### src/bilp_pkg.sv
// Shared types, constants and codes for the bracketed integer list parser.
package bilp_pkg;

    localparam int VALUE_BITS = 32;
    localparam int DEPTH_BITS = 16;
    localparam int TOTAL_BITS = 16;
    localparam int FIFO_DEPTH = 4;
    localparam int FIFO_AW    = $clog2(FIFO_DEPTH);

    localparam logic OP_BYTE  = 1'b0;
    localparam logic OP_END   = 1'b1;
    localparam logic KIND_NUM = 1'b0;
    localparam logic KIND_SUM = 1'b1;

    localparam logic [7:0] CH_OPEN  = 8'h5B;
    localparam logic [7:0] CH_CLOSE = 8'h5D;
    localparam logic [7:0] CH_COMMA = 8'h2C;
    localparam logic [7:0] CH_PLUS  = 8'h2B;
    localparam logic [7:0] CH_MINUS = 8'h2D;
    localparam logic [7:0] CH_ZERO  = 8'h30;
    localparam logic [7:0] CH_NINE  = 8'h39;
    localparam logic [7:0] CH_SPACE = 8'h20;
    localparam logic [7:0] CH_TAB   = 8'h09;
    localparam logic [7:0] CH_CR    = 8'h0D;

    localparam logic [VALUE_BITS-1:0] MAG_CAP = {1'b1, {(VALUE_BITS-1){1'b0}}};
    localparam logic [VALUE_BITS-1:0] POS_MAX = {1'b0, {(VALUE_BITS-1){1'b1}}};

    typedef struct packed {
        logic       op;
        logic [7:0] ch;
    } t_in_item;

    typedef struct packed {
        logic                         kind;
        logic signed [VALUE_BITS-1:0] number;
        logic [TOTAL_BITS-1:0]        total;
        logic                         format_valid;
        logic                         halted;
        logic                         final_res;
    } t_out_item;

    // Classified byte as it travels from the front end to the executor
    typedef struct packed {
        logic       is_end;
        logic       ws;
        logic       digit;
        logic [3:0] dval;
        logic       open;
        logic       close;
        logic       comma;
        logic       sign;
        logic       minus;
    } t_cls;

endpackage

### src/bilp_front.sv
// Front end: accepts input transactions and classifies each byte.
module bilp_front (
    input  logic              i_valid,
    input  bilp_pkg::t_in_item i_item,
    input  logic              i_full,
    output logic              o_stall,
    output logic              o_push,
    output bilp_pkg::t_cls    o_cls
);
    import bilp_pkg::*;

    logic [7:0] ch;

    assign ch      = i_item.ch;
    assign o_stall = i_full;
    assign o_push  = i_valid && !i_full;

    always_comb begin
        o_cls        = '0;
        o_cls.is_end = (i_item.op == OP_END);
        if (i_item.op == OP_BYTE) begin
            o_cls.ws    = ch inside {CH_SPACE, [CH_TAB:CH_CR]};
            o_cls.digit = ch inside {[CH_ZERO:CH_NINE]};
            o_cls.dval  = 4'(ch - CH_ZERO);
            o_cls.open  = (ch == CH_OPEN);
            o_cls.close = (ch == CH_CLOSE);
            o_cls.comma = (ch == CH_COMMA);
            o_cls.sign  = (ch == CH_PLUS) || (ch == CH_MINUS);
            o_cls.minus = (ch == CH_MINUS);
        end
    end

endmodule

### src/bilp_fifo.sv
// Short queue of classified bytes between the front end and the executor.
module bilp_fifo (
    input  logic           i_clk,
    input  logic           i_rst_n,
    input  logic           i_push,
    input  bilp_pkg::t_cls i_wdata,
    input  logic           i_pop,
    output logic           o_full,
    output logic           o_nempty,
    output bilp_pkg::t_cls o_rdata
);
    import bilp_pkg::*;

    t_cls               r_mem [FIFO_DEPTH];
    logic [FIFO_AW-1:0] r_wr, n_wr;
    logic [FIFO_AW-1:0] r_rd, n_rd;
    logic [FIFO_AW:0]   r_cnt, n_cnt;
    logic               pop_ok;

    assign o_full   = (r_cnt == (FIFO_AW+1)'(FIFO_DEPTH));
    assign o_nempty = (r_cnt != '0);
    assign o_rdata  = r_mem[r_rd];
    assign pop_ok   = i_pop && o_nempty;

    always_comb begin
        n_wr  = i_push ? FIFO_AW'(r_wr + 1'b1) : r_wr;
        n_rd  = pop_ok ? FIFO_AW'(r_rd + 1'b1) : r_rd;
        n_cnt = r_cnt + (FIFO_AW+1)'(i_push) - (FIFO_AW+1)'(pop_ok);
    end

    always_ff @(posedge i_clk) begin
        if (!i_rst_n) begin
            r_wr  <= '0;
            r_rd  <= '0;
            r_cnt <= '0;
        end else begin
            r_wr  <= n_wr;
            r_rd  <= n_rd;
            r_cnt <= n_cnt;
        end
        if (i_push) begin
            r_mem[r_wr] <= i_wdata;
        end
    end

endmodule

### src/bilp_exec.sv
// Executor: token state machine, bracket tracking and the output register.
module bilp_exec (
    input  logic                i_clk,
    input  logic                i_rst_n,
    input  logic                i_head_valid,
    input  bilp_pkg::t_cls      i_head,
    output logic                o_pop,
    output logic                o_valid,
    input  logic                i_stall,
    output bilp_pkg::t_out_item o_item
);
    import bilp_pkg::*;

    typedef enum logic [1:0] {
        PH_LEAD,
        PH_SIGN,
        PH_DIGITS,
        PH_TAIL
    } t_phase;

    t_phase                r_phase, n_phase;
    logic                  r_neg, n_neg;
    logic [VALUE_BITS-1:0] r_mag, n_mag;
    logic                  r_halt, n_halt;
    logic [TOTAL_BITS-1:0] r_emitted, n_emitted;
    logic                  r_seen, n_seen;
    logic                  r_first_open, n_first_open;
    logic                  r_last_close, n_last_close;
    logic [DEPTH_BITS-1:0] r_depth, n_depth;
    logic                  r_depth_err, n_depth_err;
    logic                  r_out_valid;
    t_out_item             r_out, n_res;

    t_cls                  cls;
    logic                  load_ok, do_load, go, need_out, has_token;
    logic [VALUE_BITS+3:0] mag_ext, mag10;
    logic [VALUE_BITS-1:0] mag_acc, sat_num;
    logic [TOTAL_BITS-1:0] emitted_inc;
    logic                  fmt_ok;

    assign cls       = i_head;
    assign load_ok   = !r_out_valid || !i_stall;
    assign has_token = (r_phase == PH_DIGITS) || (r_phase == PH_TAIL);

    // magnitude * 10 + digit, clamped at the cap
    always_comb begin
        mag_ext = {4'b0000, r_mag};
        mag10   = (mag_ext << 3) + (mag_ext << 1) + {{VALUE_BITS{1'b0}}, cls.dval};
        mag_acc = (mag10 > {4'b0000, MAG_CAP}) ? MAG_CAP : mag10[VALUE_BITS-1:0];
    end

    // magnitude never exceeds the cap, so its top bit flags the cap exactly
    assign sat_num     = r_neg ? (~r_mag + 1'b1) : (r_mag[VALUE_BITS-1] ? POS_MAX : r_mag);
    assign emitted_inc = (r_emitted == '1) ? r_emitted : r_emitted + 1'b1;
    assign fmt_ok      = r_seen && r_first_open && r_last_close && !r_depth_err
                         && (r_depth == '0);

    always_comb begin
        n_phase      = r_phase;
        n_neg        = r_neg;
        n_mag        = r_mag;
        n_halt       = r_halt;
        n_emitted    = r_emitted;
        n_seen       = r_seen;
        n_first_open = r_first_open;
        n_last_close = r_last_close;
        n_depth      = r_depth;
        n_depth_err  = r_depth_err;
        n_res        = '0;
        need_out     = 1'b0;
        o_pop        = 1'b0;
        do_load      = 1'b0;
        go           = 1'b0;

        n_res.kind         = KIND_NUM;
        n_res.number       = sat_num;
        n_res.total        = emitted_inc;
        n_res.format_valid = 1'b0;
        n_res.halted       = r_halt;
        n_res.final_res    = 1'b1;

        if (i_head_valid && cls.is_end) begin
            go = load_ok;
            if (!r_halt && has_token) begin
                // pending number goes out first; the end transaction stays queued
                n_res.final_res = 1'b0;
                n_emitted       = emitted_inc;
                n_phase         = PH_LEAD;
                n_neg           = 1'b0;
                n_mag           = '0;
                do_load         = load_ok;
            end else begin
                n_res.kind         = KIND_SUM;
                n_res.number       = '0;
                n_res.total        = r_emitted;
                n_res.format_valid = fmt_ok;
                n_res.halted       = r_halt || (r_phase == PH_SIGN);
                n_phase            = PH_LEAD;
                n_neg              = 1'b0;
                n_mag              = '0;
                n_halt             = 1'b0;
                n_emitted          = '0;
                n_seen             = 1'b0;
                n_first_open       = 1'b0;
                n_last_close       = 1'b0;
                n_depth            = '0;
                n_depth_err        = 1'b0;
                do_load            = load_ok;
                o_pop              = load_ok;
            end
        end else if (i_head_valid) begin
            if (!cls.ws) begin
                if (!r_seen) begin
                    n_seen       = 1'b1;
                    n_first_open = cls.open;
                end
                n_last_close = cls.close;
                if (cls.open) begin
                    if (r_depth == '1) begin
                        n_depth_err = 1'b1;
                    end else begin
                        n_depth = r_depth + 1'b1;
                    end
                end else if (cls.close) begin
                    if (r_depth == '0) begin
                        n_depth_err = 1'b1;
                    end else begin
                        n_depth = r_depth - 1'b1;
                    end
                end
            end

            if (!r_halt) begin
                if (cls.comma) begin
                    if (r_phase == PH_SIGN) begin
                        n_halt = 1'b1;
                    end else if (has_token) begin
                        need_out  = 1'b1;
                        n_emitted = emitted_inc;
                    end
                    n_phase = PH_LEAD;
                    n_neg   = 1'b0;
                    n_mag   = '0;
                end else begin
                    case (r_phase)
                        PH_SIGN: begin
                            if (cls.digit) begin
                                n_mag   = mag_acc;
                                n_phase = PH_DIGITS;
                            end else begin
                                n_halt  = 1'b1;
                                n_phase = PH_LEAD;
                                n_neg   = 1'b0;
                                n_mag   = '0;
                            end
                        end
                        PH_DIGITS: begin
                            if (cls.digit) begin
                                n_mag = mag_acc;
                            end else if (cls.ws || cls.close) begin
                                n_phase = PH_TAIL;
                            end else begin
                                n_halt  = 1'b1;
                                n_phase = PH_LEAD;
                                n_neg   = 1'b0;
                                n_mag   = '0;
                            end
                        end
                        PH_TAIL: begin
                            if (!(cls.ws || cls.close)) begin
                                n_halt  = 1'b1;
                                n_phase = PH_LEAD;
                                n_neg   = 1'b0;
                                n_mag   = '0;
                            end
                        end
                        default: begin
                            if (cls.ws || cls.open) begin
                                n_phase = PH_LEAD;
                            end else if (cls.sign) begin
                                n_neg   = cls.minus;
                                n_mag   = '0;
                                n_phase = PH_SIGN;
                            end else if (cls.digit) begin
                                n_neg   = 1'b0;
                                n_mag   = {{(VALUE_BITS-4){1'b0}}, cls.dval};
                                n_phase = PH_DIGITS;
                            end else begin
                                n_halt  = 1'b1;
                                n_phase = PH_LEAD;
                                n_neg   = 1'b0;
                                n_mag   = '0;
                            end
                        end
                    endcase
                end
            end

            go      = !need_out || load_ok;
            o_pop   = go;
            do_load = need_out && load_ok;
        end

        if (!go) begin
            n_phase      = r_phase;
            n_neg        = r_neg;
            n_mag        = r_mag;
            n_halt       = r_halt;
            n_emitted    = r_emitted;
            n_seen       = r_seen;
            n_first_open = r_first_open;
            n_last_close = r_last_close;
            n_depth      = r_depth;
            n_depth_err  = r_depth_err;
        end
    end

    always_ff @(posedge i_clk) begin
        if (!i_rst_n) begin
            r_phase      <= PH_LEAD;
            r_neg        <= 1'b0;
            r_mag        <= '0;
            r_halt       <= 1'b0;
            r_emitted    <= '0;
            r_seen       <= 1'b0;
            r_first_open <= 1'b0;
            r_last_close <= 1'b0;
            r_depth      <= '0;
            r_depth_err  <= 1'b0;
            r_out_valid  <= 1'b0;
        end else begin
            r_phase      <= n_phase;
            r_neg        <= n_neg;
            r_mag        <= n_mag;
            r_halt       <= n_halt;
            r_emitted    <= n_emitted;
            r_seen       <= n_seen;
            r_first_open <= n_first_open;
            r_last_close <= n_last_close;
            r_depth      <= n_depth;
            r_depth_err  <= n_depth_err;
            if (do_load) begin
                r_out_valid <= 1'b1;
            end else if (!i_stall) begin
                r_out_valid <= 1'b0;
            end
        end
        if (do_load) begin
            r_out <= n_res;
        end
    end

    assign o_valid = r_out_valid;
    assign o_item  = r_out;

    a_sum_is_final: assert property (@(posedge i_clk) disable iff (!i_rst_n)
        (r_out_valid && r_out.kind == KIND_SUM) |-> r_out.final_res)
        else $error("summary transaction without final flag");

    a_num_clean: assert property (@(posedge i_clk) disable iff (!i_rst_n)
        (r_out_valid && r_out.kind == KIND_NUM) |-> (!r_out.halted && !r_out.format_valid))
        else $error("number transaction carries summary flags");

    a_sum_resets: assert property (@(posedge i_clk) disable iff (!i_rst_n)
        (do_load && n_res.kind == KIND_SUM) |=> (r_emitted == '0 && !r_halt
                                                  && r_depth == '0 && r_phase == PH_LEAD))
        else $error("parse state not cleared after end of text");

    a_halt_no_number: assert property (@(posedge i_clk) disable iff (!i_rst_n)
        (r_halt && do_load) |-> (n_res.kind == KIND_SUM))
        else $error("number emitted while halted");

endmodule

### src/bracketed_int_list_parser_top.sv
// Top level of the bracketed integer list parser.
// Usage: feed text one byte per input transaction (op = byte, ch = the byte),
// then one transaction with op = end. Each comma that closes a valid token
// yields a number result; the end transaction yields the pending number, if
// any, and then a summary with the count, halted flag and format flag. The
// parser then starts afresh for the next text.
// Input channel: i_valid / o_stall / i_item. Output channel: o_valid /
// i_stall / o_item. Each side stalls independently through a four-entry
// queue between the classifying front end and the executor.
// Path: a byte enters the queue at acceptance; the executor takes it from the
// queue head, and its result is registered in the output register for o_item.
// Throughput: one byte per cycle while neither side stalls. An end transaction
// that closes a pending number yields two results, the number first and then
// the summary, because the single output register takes one result per cycle.
// Reset (synchronous, i_rst_n low) empties the queue, drops any waiting
// result and returns the parse state to the start of a text.
// While i_stall is high the result held on o_item stays; the executor keeps
// consuming bytes that yield no result, and the queue fills until o_stall.
module bracketed_int_list_parser_top (
    input  logic                i_clk,
    input  logic                i_rst_n,
    input  logic                i_valid,
    output logic                o_stall,
    input  bilp_pkg::t_in_item  i_item,
    output logic                o_valid,
    input  logic                i_stall,
    output bilp_pkg::t_out_item o_item
);
    import bilp_pkg::*;

    logic push, pop, full, nempty;
    t_cls wcls, head;

    bilp_front u_front (
        .i_valid (i_valid),
        .i_item  (i_item),
        .i_full  (full),
        .o_stall (o_stall),
        .o_push  (push),
        .o_cls   (wcls)
    );

    bilp_fifo u_fifo (
        .i_clk    (i_clk),
        .i_rst_n  (i_rst_n),
        .i_push   (push),
        .i_wdata  (wcls),
        .i_pop    (pop),
        .o_full   (full),
        .o_nempty (nempty),
        .o_rdata  (head)
    );

    bilp_exec u_exec (
        .i_clk        (i_clk),
        .i_rst_n      (i_rst_n),
        .i_head_valid (nempty),
        .i_head       (head),
        .o_pop        (pop),
        .o_valid      (o_valid),
        .i_stall      (i_stall),
        .o_item       (o_item)
    );

endmodule

### config.mk
export PLATFORM = sky130hd
export DESIGN_NAME = bracketed_int_list_parser_top
export DESIGN_NICKNAME = d
export VERILOG_FILES = /design/src/bilp_pkg.sv /design/src/bilp_front.sv /design/src/bilp_fifo.sv /design/src/bilp_exec.sv /design/src/bracketed_int_list_parser_top.sv
export SDC_FILE = /design/constraint.sdc
export NUM_CORES = 1
export LEC_CHECK = 0
export BUFFER_PORTS_ARGS = -buffer_cell sky130_fd_sc_hd__buf_2
export CAP_MARGIN = 20
export CORE_AREA = 5 5 239 125
export DETAILED_ROUTE_END_ITERATION = 12
export DIE_AREA = 0 0 244 130
export PLACE_DENSITY = 0.63
export SETUP_SLACK_MARGIN = 0.02
export SLEW_MARGIN = 30
export SYNTH_ARGS = -nofsm -noshare
export SYNTH_HDL_FRONTEND = slang
export SYNTH_SLANG_ARGS = --single-unit
export TNS_END_PERCENT = 10
### constraint.sdc
create_clock -name i_clk -period 5.1 [get_ports i_clk]
set_input_delay 0.765 -clock i_clk [delete_from_list [all_inputs] [get_ports i_clk]]
set_output_delay 0.765 -clock i_clk [all_outputs]
set_load 0.005 [all_outputs]
# Yosys cells after proc, flatten, opt, wreduce, memory -nomap -nowiden
# Memories as Yosys holds them, arrays and structs flattened. A register that Yosys moved wholly into a read port is not among the register bits.
# Index checks and enable logic that the tools add are counted.
# word_totals
regBits	132
ram_bits	48
inputBits	13
out_inout_bits	54
elab_cells	208
n_memories	1
# memory_table
memory	words	width	read_ports	rd_ports_with_merged_regs	wr	line_no	rtl
u_fifo.r_mem	4	12	1	1	1	bilp_fifo.sv:14	t_cls r_mem [FIFO_DEPTH];
# op_classes
addsub	11
n_lt_le_gt_ge	5
eq_ne	25
muxes	102
bitwise	2
reduce_logical	42
# ops
cell	n
two-way mux 32 bit	11
two-way mux 16 bit	16
two-way mux 51 bit	2
one-hot mux 32 bit (3 select lines)	1
two-way mux 1 bit	54
adder 35 x 33 -> 36 bit	1
adder 36 x 4 -> 36 bit	1
> comparator 36 x 32 -> 1 bit (second input constant)	1
adder 16 x 1 -> 16 bit (second input constant)	2
adder 32 x 1 -> 32 bit (second input constant)	1
== test 16 bit (second input constant)	2
== test 8 x 6 -> 1 bit (second input constant)	4
NOT 32 bit	1
two-way mux 31 bit	1
two-way mux 2 bit	12
== test 8 x 7 -> 1 bit (second input constant)	2
logical NOT 16 bit	1
subtractor 16 x 1 -> 16 bit (second input constant)	1
AND reduction 7 bit	2
AND reduction 6 bit	2
logical AND 1 bit	11
two-way mux 11 bit	1
AND reduction 5 bit	2
nonzero test 3 bit	3
28 further kinds	52

# Depth between registers and ports, before layout
# logic_depth
ltp_word	15
ltp_mapped	19
ltp_nobuf	17

# Modules after synthesis
# Synthesis repeated with hierarchy kept, for this count alone.
# hier_totals
hier_cells	1274
hier_area_um2	11910.2
# modules_own_cells
module	n_inst	cells_each	area_each_um2	seq_area_each_um2
bilp_exec	1	1139	9507.9	3022.9
bilp_fifo	1	107	2210.9	1621.6
bilp_front	1	28	191.4	0.0

# Worst setup path before layout
# No wires, ideal clock.
# synth_timing
path_type	reg-to-reg
startpoint	reg with a tool-made name
endpoint	reg u_exec.r_mag[15]
setup_ns	0.060
t_arrival_ns	5.448
t_required_ns	5.040
path_slack_ns	-0.407
stages_incl_launch_ff	19
path_buffers	2
period_less_slack_ns	5.507
cell_sequence	dfxtp_1 -> buf_1 -> mux4_2 -> inv_1 -> fa_1 -> fa_1 -> nand2b_1 -> a21oi_1 -> o2111a_1 -> nor2_1 -> o21ai_0 -> xor2_1 -> or4_1 -> nor4_1 -> and4b_1 -> o21ai_1 -> nor2_1 -> clkbuf_1 -> a22o_1
# synth_lines
element	line_no	rtl
end signal, assigned	bilp_exec.sv:234	r_mag <= n_mag;
end, declared	bilp_exec.sv:23	logic [VALUE_BITS-1:0] r_mag, n_mag;

==> results_dict.tcl <==
set metrics [dict create \
    status "finished clean" \
    drc 0 \
    crit_type "reg -> reg" \
    cp-end-kind "register" \
    hpwl_mm 22.00 \
    dr_total_vias 9431 \
    synthTopCellsByCount "nor2_1, edfxtp_1, nand2_1, ha_1, a21oi_1" \
    wl_met1_mm 16.17 \
    skew_ns 0.008839 \
    cts_buffers 17 \
    worstSkewPairLatency_ns 0.45 \
    synth_warnings 0 \
    n_fill_cell 2617 \
    p_leak_nw 5.270 \
    period_share_pct 95.72 \
    cts_buffer_depth 2 \
    initial_utilization_pct 41.70 \
    wl_met3_mm 2.132 \
    drt_iter0_drc 921 \
    synth_top_area_share_pct 26.35 \
    routed_wl_mm 29.78 \
    critical_path_peak_fanout 18 \
    via_per_inst 5.797 \
    io_buffers 66 \
    ys_seq_area_share_pct 40.75 \
    io_pins 67 \
    cts_max_level 4 \
    vdd_drop_max_mv 0.3094 \
    wl_per_cell_microns 18.30 \
    maxCapViolCount 0 \
    fin_area_sq_um 12870 \
    multi_input_area_sq_um 6499 \
    grt_use_total_pct 18.53 \
    ys_types 78 \
    start_kind "register" \
    dpl_cell_area_sq_um 12210 \
    avgSynthCellArea_sq_um 9.553 \
    antenna_found_initial 0 \
    rsz0062_at_grt "false" \
    root_buffer "clkbuf_16" \
    pwr_density_cell_nw_per_um2 488.7 \
    timing_hold_violations_final 0 \
    fp.coreArea_sq_um 27330 \
    top_layer "met4" \
    synthArstFlopShare_pct 0 \
    n_antenna_cell 0 \
    grt_pass1_wl_mm 46.78 \
    drive_gt1_share_pct 14.92 \
    nets 1357 \
    worst_slew_pin_slew_ns 0.8964 \
    finalSetupViolations 0 \
    fin_cells 1627 \
    die_area_sq_um 31720 \
    slew_headroom_pct 40.24 \
    die_w_microns 244 \
    ys_ff_latch 182 \
    dp.cells 1595 \
    max_freq_ghz 0.2048 \
    syn_inst 1193 \
    grt_pass1_vias 8335 \
    cts_hold_buf 0 \
    slew_violations 0 \
    die_height_microns 130 \
    reg2reg_depth 20 \
    synth_area_leader_cell "edfxtp_1" \
    synth_area_leaders "edfxtp_1, dfxtp_1, ha_1" \
    syn_to_final_growth_pct 12.90 \
    cts.sinks 182 \
    min_path_cells 2 \
    fp-row-count 43 \
    ant_nets 0 \
    clk_pin_slew_ns 0.07 \
    wl_met2_mm 11.08 \
    synth_edf_count 100 \
    regArea_sq_um 4646 \
    setup_tns_ns 0 \
    arrival_ns 5.27 \
    ys.flop_type "edfxtp_1" \
    cts_tree "done" \
    yosysMostFrequentCell "nor2_1" \
    grt_overflow 0 \
    syn_area_sq_um 11400 \
    place.gp.congestion 0.9615 \
    drtPass1Iterations 5 \
    grt_max_degree 57 \
    syn-num-nets 1296 \
    period_minus_slack_ns 4.882 \
    critical_path_required_ns 5.49 \
    post_cts_buffers 0 \
    hp-class "reg -> reg" \
]
-- layout make-up --
class | count | share of cell area [%]
clock buffer | 20 | 3.471
clock inverter | 12 | 0.9238
inverter | 36 | 1.050
multi-input combinational | 921 | 50.51
sequential | 182 | 36.10
tap | 360 | 3.501
timing repair buffer | 96 | 4.444
-- critical path, stage by stage, from the launching register on --
cell	delay, ns
dfxtp_2	0.35
buf_4	0.12
buf_6	0.15
mux4_2	0.54
ha_1	0.20
ha_1	0.19
inv_1	0.07
fa_1	0.21
nand2b_4	0.16
a21oi_4	0.07
o2111a_2	0.32
a21o_4	0.24
buf_4	0.14
o31ai_1	0.22
a21boi_0	0.14
or4b_2	0.66
a211oi_4	0.34
o21ai_4	0.16
nor2_2	0.17
buf_12	0.20
a22o_1	0.14
-- kinds of logic (layout without fill, tap and decap cells) --
group,Yosys count,in the layout,synth area share (%)
buffers and inverters,90,164,3.030
AND/OR/NAND/NOR,432,432,19.73
flip-flops,182,182,40.75
multiplexers,18,18,2.821
XOR/XNOR,53,53,4.073
adder cells (fa/ha/maj),91,91,10.23
AO/OA/AOI/OAI,327,327,19.37
-- stage by stage --
stage,utilization (%),setup slack (ns),power (mW),hold WS [ns]
5_1_grt,47.08,0.01968,6.719,0.5327
4_1_cts,46.80,0.04886,6.286,0.5183
6_report,47.08,0.2182,6.288,0.5143
3_5_place_dp,44.68,-0.2074,4.976,0.5023
3_3_place_gp,44.67,0.05003,4.916,0.4777
2_1_floorplan,-,0.04680,4.154,0.4590
-- per-layer routing --
layer  vias up  GRT usage, %
li1       4592             -
met4         0         5.071
met5         -             0
met1      4482         30.66
met2       327         23.62
met3        30         3.725
-- layout by cell type, fill, tap and decap left out, types with 26 or more instances in the layout --
master	synthesis	layout
buf_2	0	66
nand2_1	90	90
a21oi_1	83	82
nand3_1	26	26
inv_1	36	35
nor2_1	116	114
buf_4	0	28
edfxtp_1	100	100
dfxtp_1	82	81
nor2b_1	41	41
xnor2_1	38	38
ha_1	86	86
o21ai_0	60	57
-- where the power goes --
part | switching (mW) | internal, mW
sequential | 0.186 | 1.95
clock | 0.604 | 0.693
combinational | 1.74 | 1.11
-- sequential cells by signal (all words and copies together), names as in the netlist, named ones only --
register and cells:
u_exec.r_phase 2, u_exec.o_item 52, u_exec.r_halt 1, u_exec.r_seen 1
u_fifo.r_cnt 3, u_fifo.r_rd 2, u_exec.r_first_open 1, u_exec.r_depth_err 1
u_exec.r_depth 16, u_fifo.r_mem 48, u_exec.r_emitted 16, u_fifo.r_wr 2
u_exec.o_valid 1, u_exec.r_neg 1, u_exec.r_last_close 1, u_exec.r_mag 32
-- what timing repair did --
action                                  in CTS  in global routing
resized for setup                            4                 17
endpoints found under the setup margin      30                 32
pin swaps                                    0                  3
-- worst paths after layout --
| path | startpoint | end | slack [ns] |
|---|---|---|---|
| min reg2reg | u_exec.r_halt$_SDFFE_PN0P_ | u_exec.r_halt$_SDFFE_PN0P_ | 0.51 |
| max | register | u_exec.r_mag[26]$_SDFFE_PN0P_ | 0.22 |
| min | u_exec.r_halt$_SDFFE_PN0P_ | u_exec.r_halt$_SDFFE_PN0P_ | 0.51 |
| max reg2reg | register | u_exec.r_mag[26]$_SDFFE_PN0P_ | 0.22 |
(Power assumes the default switching activity.)
